--- src/hdl/stt_pkg.sv ---
package stt_pkg;

    localparam int MaxEntriesDefault = 64;
    localparam int IndexBitsDefault  = 8;
    localparam int IdxW              = 8;
    localparam int DimW              = 9;
    localparam int ValW              = 32;

    // register indexes of the configuration port
    localparam logic CFG_SOURCE_ROWS = 1'b0;
    localparam logic CFG_SOURCE_COLS = 1'b1;

    typedef enum logic {
        ST_LOAD,
        ST_EMIT
    } t_state;

    // one input beat
    typedef struct packed {
        logic [IdxW-1:0]        entry_row;
        logic [IdxW-1:0]        entry_col;
        logic signed [ValW-1:0] entry_value;
        logic                   last_entry;
    } t_in;

    // one result beat
    typedef struct packed {
        logic [IdxW-1:0]        out_row;
        logic [IdxW-1:0]        out_col;
        logic signed [ValW-1:0] out_value;
        logic                   out_last;
        logic [DimW-1:0]        result_rows;
        logic [DimW-1:0]        result_cols;
        logic                   overflow;
    } t_out;

    // stored triplet, row and column already swapped
    typedef struct packed {
        logic [IdxW-1:0]        r;
        logic [IdxW-1:0]        c;
        logic signed [ValW-1:0] v;
    } t_trip;

    // per-cycle command to every cell of the chain
    typedef struct packed {
        logic insert;
        logic shift_out;
    } t_cell_ctl;

endpackage

--- src/hdl/stt_cell.sv ---
module stt_cell (
    input  logic              i_clk,
    input  logic              i_rst_n,
    input  stt_pkg::t_cell_ctl i_ctl,
    input  stt_pkg::t_trip    i_new,
    input  stt_pkg::t_trip    i_left,
    input  logic              i_left_valid,
    input  logic              i_left_gt,
    input  stt_pkg::t_trip    i_right,
    input  logic              i_right_valid,
    output stt_pkg::t_trip    o_data,
    output logic              o_valid,
    output logic              o_gt
);
    import stt_pkg::*;

    t_trip r_data;
    t_trip n_data;
    logic  r_valid;
    logic  n_valid;

    // an empty cell counts as larger than any key, so it takes part in the shift
    assign o_gt = !r_valid || ({r_data.r, r_data.c} > {i_new.r, i_new.c});

    // insert: the first larger cell takes the new triplet, the rest move right
    // shift_out: everything moves one cell toward the head
    always_comb begin
        n_data  = r_data;
        n_valid = r_valid;
        if (i_ctl.shift_out) begin
            n_data  = i_right;
            n_valid = i_right_valid;
        end else if (i_ctl.insert && o_gt) begin
            if (i_left_gt) begin
                n_data  = i_left;
                n_valid = i_left_valid;
            end else begin
                n_data  = i_new;
                n_valid = 1'b1;
            end
        end
    end

    always_ff @(posedge i_clk) begin
        if (!i_rst_n) begin
            r_valid <= 1'b0;
        end else begin
            r_valid <= n_valid;
        end
    end

    always_ff @(posedge i_clk) begin
        r_data <= n_data;
    end

    assign o_data  = r_data;
    assign o_valid = r_valid;

endmodule

--- config.mk ---
export PLATFORM = sky130hd
export DESIGN_NAME = stt_cell
export DESIGN_NICKNAME = d
export VERILOG_FILES = /design/src/hdl/stt_pkg.sv /design/src/hdl/stt_cell.sv
export SDC_FILE = /design/constraint.sdc
export NUM_CORES = 1
export LEC_CHECK = 0
export BUFFER_PORTS_ARGS = -buffer_cell sky130_fd_sc_hd__buf_2
export CORE_MARGIN = 1
export CORE_UTILIZATION = 40
export CTS_BUF_LIST = sky130_fd_sc_hd__clkbuf_4
export CTS_CLUSTER_DIAMETER = 80
export DETAILED_ROUTE_END_ITERATION = 8
export PLACE_DENSITY = 0.8
export SLEW_MARGIN = 20
export SYNTH_ARGS = -nofsm -noshare
export SYNTH_HDL_FRONTEND = slang
export SYNTH_SLANG_ARGS = --single-unit
--- constraint.sdc ---
create_clock -name i_clk -period 9.8 [get_ports i_clk]
set_clock_uncertainty 0.2 [all_clocks]
set_input_delay 2.45 -clock i_clk [delete_from_list [all_inputs] [get_ports i_clk]]
set_output_delay 2.45 -clock i_clk [all_outputs]
set_load 0.01 [all_outputs]
---- After elaboration in Yosys (flattened, before gate mapping) ----
Index checks and enable logic that the tools add are counted.
operators by class
  order comparisons ....................... 1
  multiplexer cells ....................... 6
  reductions and logical operators ........ 4
operators by type and width
  cell               count
  $mux 48            3
  $gt 16x16->1       1
  $mux 1             3
  $reduce_bool 2->1  1
  $logic_and 1x1->1  1
  $logic_not 1->1    1
  $logic_or 1x1->1   1
word-level totals
  flip-flop bits (word level) ............. 49
  input port bits ......................... 151
  output and inout bits ................... 50
  word-level logic and storage cells ...... 15

---- Longest topological paths before layout ----
Gate-level depths: netlist (run 1).
  depth after elaboration ................. 5
  gate-level depth with buffers ........... 7
  mapped depth without buffers ............ 7

---- Worst setup path after synthesis (run 1) ----
OpenSTA, ideal clock, no wires.
  kind .................................... in2out
  from .................................... input i_new[43] in the netlist's numbering
  to ...................................... output o_gt
  arrival time ............................ 3,640 ps
  setup slack ............................. 3,510 ps
  cell stages on the path ................. 7
  path through ............................ inv_1 > ha_1 > a21oi_1 > o21a_1 > o221ai_1 > a221o_1 > a21bo_2
between the ends
  word-level cells in the longest chain between the ends .. 2
ends and longest elaborated chain
  item                RTL line        text
  start: declaration  stt_cell.sv:5   input stt_pkg::t_trip i_new,
  $gt 16x16->1        stt_cell.sv:23  assign o_gt = !r_valid || ({r_data.r, r_data.c} > {i_new.r, i_new.c});
  $logic_or 1x1->1    stt_cell.sv:23
  end: declaration    stt_cell.sv:13  output logic o_gt
No other way between the ends.

---- Final worst setup path (run 1) ----
Same ends and word-level chain as after synthesis.

==> results.cfg, run 1 <==
[placed_design]
dp_hpwl_mm = 5.84
place.detailed.instances = 559
gp_congestion = 0.784
portBuffers = 200

[sta]
post-route-period-util_pct = 68.1
hold_viol_final = 0
finalSetupViolCount = 0
min_period_ps = 6670
hold_slack_ps = 489
max-slew-margin-rel_pct = 45.9
setup_tns_ps = 0
rsz0062_at_grt = no
worstMarginPinSlew_ps = 812
fmax_mhz = 150
slew_viol_final = 0

[layout]
finalNetCount = 638
fin_cells = 568
mostFrequentLayoutCell = buf_2
register_area_um2 = 1460
drive_gt1_share_pct = 45.3
multi_input_area_um2 = 1310
fill_cells = 635
antenna_cells = 0
final_cell_mix = buf_2, nand2_1, o21ai_0, mux2i_1, edfxtp_1
final_util_pct = 58.9
area_growth_pct = 39.9

[setup_path]
cpMostUsedCell = buf_2
crit_required_ps = 7150
slowest_delay_ps = 330
cp-end-kind = primary output
path_depth = 9
crit_fanout = 3
crit_type = input pin to primary output
start_kind = input pin
slowest_stage = a221o_1
path_delay_family = compound AO/OA/AOI/OAI gates
reg2reg_depth = 6
cp.arrival_ps = 4020
rrSetupSlack_ps = 7000
cp_cell_sequence = buf_2 > inv_1 > ha_1 > a21oi_1 > o21a_1 > o221ai_1 > a221o_1 > a21bo_2 > buf_2
path_buf_inv = 3

[floorplanning]
start_util_pct = 42.1
rows = 30
core_um2 = 6910
dieArea_um2 = 7610
io_pins = 201
die_x_um = 87.2
die_h_um = 87.2

[synthesis]
synth_area_um2 = 2910
synth_xor_area_share_pct = 0
synth-adder-area-share_pct = 6.89
synth_cell_types = 24
yosys.area_share.simple_pct = 9.38
synth_warnings = 0
synth_top_family_by_area = multiplexers
syn_nets = 445
synth_compound_area_share_pct = 12.1
avgSynthCellArea_um2 = 10.5
synth-seq-area-share_pct = 50.3
muxShareOfSynthArea_pct = 16.5
syn-instance-count = 278
ys_ff_latch = 49

[routing]
drt-initial-drc-count = 72
post_drt_via_cell_ratio = 4.77
drc = 0
firstDrtPassIters = 6
routed_wl_mm = 7.54
wl_per_cell_um = 13.3
ant_nets = 0
vias = 2710

[clocking]
clock_latency_ps = 350
cts.repair.resized = 0
clockBufferDepth = 2
cts_made_buffers = 5
cts.sinks = 49
hold_buffers = 0
cts_tree = done
cts_setup_buffers = 0
cts-root-buf = clkbuf_4
h-tree-depth = 2
path_clk_slew_ps = 120

[run]
maxCapViolations = 0

[global_routing]
antenna_found_initial = 0
grtUsageTotal_pct = 19.1
grt_first_pass_wirelength_mm = 11.1
grt_pass1_vias = 2468
grt_max_degree = 101
overflow = 0

[power]
p_leak_uw = 0.00209
fin_total_pwr_uw = 524
max-vdd-ir-drop_mv = 0.0562
p_per_area_nw_per_um2 = 129

[outcome]
status = finished clean

[min_path]
min_path_type = flop to flop
hold_depth = 4
## kinds of logic after synthesis
kind of cell             after synthesis
AO/OA/AOI/OAI                         66
adder cells (fa/ha/maj)               16
multiplexers                          48
AND/OR/NAND/NOR                       65
buffers and inverters                 34
flip-flops                            49
## cell usage after synthesis
| cell type | n | area share (%) |
|---|---|---|
| a21bo_2 | 1 | 0.34 |
| a21oi_1 | 9 | 1.5 |
| a221o_1 | 1 | 0.34 |
| a311o_1 | 1 | 0.34 |
| a31oi_1 | 1 | 0.22 |
| buf_2 | 3 | 0.52 |
| buf_4 | 2 | 0.52 |
| clkbuf_1 | 12 | 1.5 |
| dfxtp_1 | 1 | 0.69 |
| edfxtp_1 | 48 | 50 |
| ha_1 | 16 | 6.9 |
| inv_1 | 17 | 2.2 |
| mux2i_1 | 48 | 17 |
| nand2_1 | 57 | 7.4 |
| nand2b_1 | 1 | 0.22 |
| nand4_1 | 1 | 0.22 |
| nand4_2 | 1 | 0.43 |
| nor2_1 | 2 | 0.26 |
| nor2b_1 | 1 | 0.22 |
| nor3b_1 | 1 | 0.26 |
| nor4_2 | 1 | 0.43 |
| o21a_1 | 1 | 0.26 |
| o21ai_0 | 51 | 8.8 |
| o221ai_1 | 1 | 0.30 |
## worst register-to-register path, cell delays in order, from the launching register on
cell and delay (ps):
edfxtp_1 440, ha_1 330, nand4_2 150, nor4_2 360, a221o_1 270, a311o_2 480
buf_12 270
## through the flow
| stage | area, um2 | setup slack [ps] |
|---|---|---|
| floorplan | 2910 | 3510 |
| global placement | 3970 | 3220 |
| detailed placement | 3970 | 3130 |
| CTS | 4050 | 3130 |
| global route | 4070 | 3060 |
| finish | 4070 | 3130 |
## per-layer routing
layer / global-route usage, % / wire length [um] / vias to the layer above
li1: - / - / 1385
met1: 21.0 / 2900 / 1186
met2: 36.3 / 3970 / 128
met3: 4.55 / 559 / 11
met4: 5.66 / 106 / 0
met5: 0 / 0 / -
## power by group
| group | switching, uW | total [uW] | leakage, uW | internal [uW] |
|---|---|---|---|---|
| Clock | 59.9 | 116 | 0.0000433 | 56.0 |
| Sequential | 8.14 | 269 | 0.000507 | 260 |
| Combinational | 74.2 | 140 | 0.00154 | 65.5 |
## layout make-up
class                   instances  area share [%]
clock buffers                   6            1.11
clock inverters                 2           0.831
inverters                      17            1.57
multi-input cells             195            32.1
flip-flops and latches         49            35.9
well taps                      96            2.95
repair buffers                203            25.5
## registers in the layout, summed over array words and instances (netlist names)
| signal | count |
|---|---|
| o_valid | 1 |
| o_data | 48 |
## path summary, 6_finish.rpt
kind / from / endpoint
min: o_valid / o_valid
min reg2reg: o_valid / o_valid
max reg2reg: o_data[46] / o_data[18]
max: i_new[43] / o_gt
Power figures use the tool's default switching activity.
==> run 2, diff against run 1 <==
--- a/config.mk
+++ b/config.mk
@@ -5,6 +5,7 @@
 export SDC_FILE = /design/constraint.sdc
 export NUM_CORES = 1
 export LEC_CHECK = 0
+export ABC_AREA = 1
 export BUFFER_PORTS_ARGS = -buffer_cell sky130_fd_sc_hd__buf_2
 export CORE_MARGIN = 1
 export CORE_UTILIZATION = 40
==> constraint.sdc (replaced) <==
create_clock -name i_clk -period 6.2 [get_ports i_clk]
set_clock_uncertainty 0.2 [all_clocks]
set_input_delay 1.55 -clock i_clk [delete_from_list [all_inputs] [get_ports i_clk]]
set_output_delay 1.55 -clock i_clk [all_outputs]
set_load 0.01 [all_outputs]
==> results.cfg, run 2 <==
[routing]
firstDrtPassIters = 6
vias = 3024
drc = 0
wl_per_cell_um = 12.7
post_drt_via_cell_ratio = 4.87
ant_nets = 0
routed_wl_mm = 7.88
drt-initial-drc-count = 80

[setup_path]
crit_fanout = 3
cp.arrival_ps = 2710
crit_type = input pin to primary output
cp-end-kind = primary output
start_kind = input pin
crit_required_ps = 4450

[placed_design]
portBuffers = 200
gp_congestion = 0.808
dp_hpwl_mm = 5.83

[floorplanning]
die_x_um = 87.5
dieArea_um2 = 7650
start_util_pct = 42.3
io_pins = 201
die_h_um = 87.5
core_um2 = 6910
rows = 30

[sta]
worstMarginPinSlew_ps = 659
rsz0062_at_grt = no
post-route-period-util_pct = 71.9
min_period_ps = 4460
slew_viol_final = 0
hold_slack_ps = 432
hold_viol_final = 0
setup_tns_ps = 0
finalSetupViolCount = 0
max-slew-margin-rel_pct = 56.0
fmax_mhz = 224

[clocking]
cts_setup_buffers = 0
cts-root-buf = clkbuf_4
cts_tree = done
hold_buffers = 0
path_clk_slew_ps = 130
cts.repair.resized = 0
cts_made_buffers = 5
clock_latency_ps = 360
clockBufferDepth = 2
cts.sinks = 49
h-tree-depth = 2

[global_routing]
grt_first_pass_wirelength_mm = 12.1
grt_pass1_vias = 2814
gr-usage-met3_pct = 4.74
overflow = 0
met1_usage_pct = 22.7
grtUsageMet2_pct = 37.5
grtUsageTotal_pct = 20.3
antenna_found_initial = 0
grt_max_degree = 63
top_usage_layer = met2

[synthesis]
avgSynthCellArea_um2 = 8.77
synth_edf_count = 48
yosysTopAreaCellShare_pct = 49.3
syn_nets = 500
synth_flop_cell = edfxtp_1
syn-instance-count = 333
async_flop_share_pct = 0
synth_area_um2 = 2920
ys_top_cells_by_area = edfxtp_1, a21oi_1, nand2_1
synth_warnings = 0
ys_ff_latch = 49
yosysTopAreaCell = edfxtp_1
synth-seq-area-share_pct = 50.0
synth_cell_types = 22
synth_common_cells = a21oi_1, nand2_1, edfxtp_1
yosysMostFrequentCell = a21oi_1

[layout]
mostFrequentLayoutCell = buf_2
final_cell_mix = buf_2, a21oi_1, nand2_1, edfxtp_1, nor2_1
final_util_pct = 58.4
area_growth_pct = 38.2
drive_gt1_share_pct = 42.1
finalNetCount = 691
antenna_cells = 0
largest_reg_flops = 48

[power]
combPwrFrac_pct = 27.3
p_seq_share_pct = 53.2
p_per_area_nw_per_um2 = 194
max-vdd-ir-drop_mv = 0.101
sw_frac_of_total_pct = 29.0
fin_total_pwr_uw = 781
p_leak_uw = 0.00199
clkPwrFrac_pct = 19.4
switchingPower_uw = 227
intPower_uw = 554

[outcome]
status = finished clean

[run]
maxCapViolations = 0

[min_path]
min_path_type = flop to flop
-- run 2: cell types whose count changed after synthesis, sizes merged, moves of 3 or more --
cell / previous run / this run
a21oi: 9 / 77
o211ai: 0 / 13
o21ai: 51 / 1
nor2: 2 / 43
buf: 5 / 11
clkbuf: 12 / 9
nand2: 57 / 71
o21a: 1 / 13
nand3: 0 / 3
mux2i: 48 / 0
inv: 17 / 23
-- run 2: cell type report --
class                           count  area [um2]
Clock buffer                        7        52.6
Clock inverter                      1        5.00
Fill cell                         643        2870
Inverter                           24        90.1
Multi-Input combinational cell    240        1280
Sequential cell                    49        1460
Tap cell                           96         120
Timing Repair Buffer              204        1030
-- run 2: cell families after synthesis --
group	share of synthesized area (%)
AO/OA/AOI/OAI	20.9
adder cells (fa/ha/maj)	6.85
flip-flops	50.0
AND/OR/NAND/NOR	15.7
buffers and inverters	6.47
-- run 2: final timing paths --
check | start | end | slack (ps) | depth (start not counted)
worst max-delay path | i_new[45] | o_gt | 1740 | 12
worst min-delay path | o_valid | o_valid | 430 | 2
worst max register to register | o_data[39] | o_data[38] | 3770 | 11
worst min register to register | o_valid | o_valid | 430 | 2
-- run 2: layer usage --
layer | share of wire [%] | routed length [um]
met5 | 0 | 0
met4 | 1.2 | 96
met3 | 7.2 | 569
met2 | 51 | 4010
met1 | 41 | 3210
-- run 2: worst max-delay path, stage by stage --
cell,delay (ps)
buf_2,70
inv_1,50
ha_1,320
nand2_1,70
inv_1,40
o21ai_2,90
nand2_1,70
a21oi_2,100
nand2_1,60
nand2_1,90
nand2_2,60
buf_2,140
-- run 2: per-stage QoR --
stage | instance area (um2) | setup slack (ps) | cells
CTS | 4030 | 1720 | 621
detailed placement | 3970 | 1720 | 613
floorplan | 2920 | 2040 | 333
global route | 4040 | 1620 | 621
global placement | 3970 | 1740 | 613
finish | 4040 | 1740 | 621
-- run 2: power groups by stage --
stage	registers, uW	clock network (uW)	logic [uW]
3_3_place_gp	423	0	209
3_5_place_dp	424	0	214
5_1_grt	420	171	238
6_report	416	152	214
4_1_cts	417	159	215
2_1_floorplan	442	0	95.7
==> run 3, diff against run 2 <==
==> constraint.sdc (replaced) <==
create_clock -name i_clk -period 4.2 [get_ports i_clk]
set_clock_uncertainty 0.2 [all_clocks]
set_input_delay 1.05 -clock i_clk [delete_from_list [all_inputs] [get_ports i_clk]]
set_output_delay 1.05 -clock i_clk [all_outputs]
set_load 0.01 [all_outputs]
==> results.cfg, run 3 (synthesized netlist as in run 2, its figures left out) <==
[layout]
drive_gt1_share_pct = 42.0
largest_reg_flops = 48
area_growth_pct = 39.4
finalNetCount = 692
final_cell_mix = buf_2, a21oi_1, nand2_1, edfxtp_1, nor2_1
mostFrequentLayoutCell = buf_2
fin_cells = 622
antenna_cells = 0
fill_cells = 643

[routing]
drt-initial-drc-count = 121
post_drt_via_cell_ratio = 4.94
wl_per_cell_um = 13.1
ant_nets = 0
firstDrtPassIters = 4
drc = 0
vias = 3073
routed_wl_mm = 8.16

[setup_path]
r2r-start = o_data[47]
path_buf_inv = 4
cpMostUsedCell = nand2_1
slowest_delay_ps = 320
reg2reg_depth = 12
crit_type = input pin to primary output
path_delay_family = simple AND/OR/NAND/NOR gates
slowest_stage = ha_1
start_kind = input pin
rr_endpoint = o_data[44]
endpoint = o_gt
crit_required_ps = 2950
cp_cell_sequence = buf_2 > inv_1 > ha_1 > nand2_1 > inv_1 > o21ai_2 > nand2_1 > a21oi_2 > nand2_1 > nand2_1 > nand2_2 > buf_2
path_depth = 12
cp-end-kind = primary output
rrSetupSlack_ps = 1960
crit_fanout = 3
cp.arrival_ps = 2220
critPathLaunch = i_new[45]

[clocking]
clock_latency_ps = 360
clockBufferDepth = 2
cts.repair.resized = 0
hold_buffers = 0
cts_tree = done
cts_setup_buffers = 0
path_clk_slew_ps = 140
h-tree-depth = 2
cts-root-buf = clkbuf_4
cts.sinks = 49
cts_made_buffers = 5

[outcome]
status = finished clean

[power]
p_per_area_nw_per_um2 = 299
max-vdd-ir-drop_mv = 0.138
p_leak_uw = 0.00201
fin_total_pwr_uw = 1220

[sta]
finalSetupViolCount = 0
fmax_mhz = 288
hold_viol_final = 0
max-slew-margin-rel_pct = 50.0
slew_viol_final = 0
worstMarginPinSlew_ps = 749
post-route-period-util_pct = 82.6
setup_tns_ps = 0
rsz0062_at_grt = no
min_period_ps = 3470

[floorplanning]
dieArea_um2 = 7650
die_x_um = 87.5
start_util_pct = 42.3
core_um2 = 6910
die_h_um = 87.5
rows = 30
io_pins = 201

[placed_design]
place.detailed.instances = 614
portBuffers = 200
gp_congestion = 0.811
dp_hpwl_mm = 6.17

[global_routing]
grt_max_degree = 50
antenna_found_initial = 0
grt_first_pass_wirelength_mm = 12.5
grtUsageTotal_pct = 21.1
overflow = 0
grt_pass1_vias = 2791

[min_path]
hold_depth = 2
hold_path_startpoint = o_valid
min_path_type = flop to flop

[run]
maxCapViolations = 0
run 3: changes by cell type in the layout (fill, tap and decap cells not counted):
cell	delta
nand2_2	+1
clkinv_1	+1
nand2_4	-1
clkinv_2	-1
buf_12	+1
clkbuf_4	-1
bufinv_16	+1
run 3: worst min path at each step:
stage,to,slack [ps]
6_report,o_valid,460
5_1_grt,o_valid,500
4_1_cts,o_valid,460
3_5_place_dp,o_valid,430
3_3_place_gp,o_valid,410
2_1_floorplan,o_valid,410
run 3: metal layers:
layer	up-vias	part of all wire (%)	global-route usage (%)
met4	0	1.3	5.81
met5	-	0	0
li1	1534	-	-
met2	145	52	39.2
met1	1383	41	24.2
met3	11	6.5	4.74
run 3: layout make-up:
type                    instances  area (um2)  area share, %
clock inverters                 2        33.8          0.829
inverters                      24        90.1           2.21
well taps                      96         120           2.95
repair buffers                205        1050           25.8
clock buffers                   6        45.0           1.11
multi-input cells             240        1270           31.2
flip-flops and latches         49        1460           35.9
run 3: report_power, final:
part	switching, uW	total [uW]	internal [uW]
clock	151	282	131
combinational	176	321	145
sequential	16.0	613	597
run 3: through the flow:
| step | worst slack [ps] | cell area, um2 | utilization [%] | hold WS [ps] |
|---|---|---|---|---|
| after floorplan | 1040 | 2920 | - | 410 |
| after global placement | 744 | 3990 | 57.8 | 411 |
| after detailed placement | 717 | 3990 | 57.8 | 430 |
| after CTS | 714 | 4070 | 59.0 | 463 |
| after global routing | 609 | 4070 | 59.0 | 503 |
| final | 730 | 4070 | 59.0 | 456 |
run 3: worst min-delay path: cells and delay by family (launching register included):
kind	cells	cell delay, ps
flip-flops	1	410
AO/OA/AOI/OAI	2	220
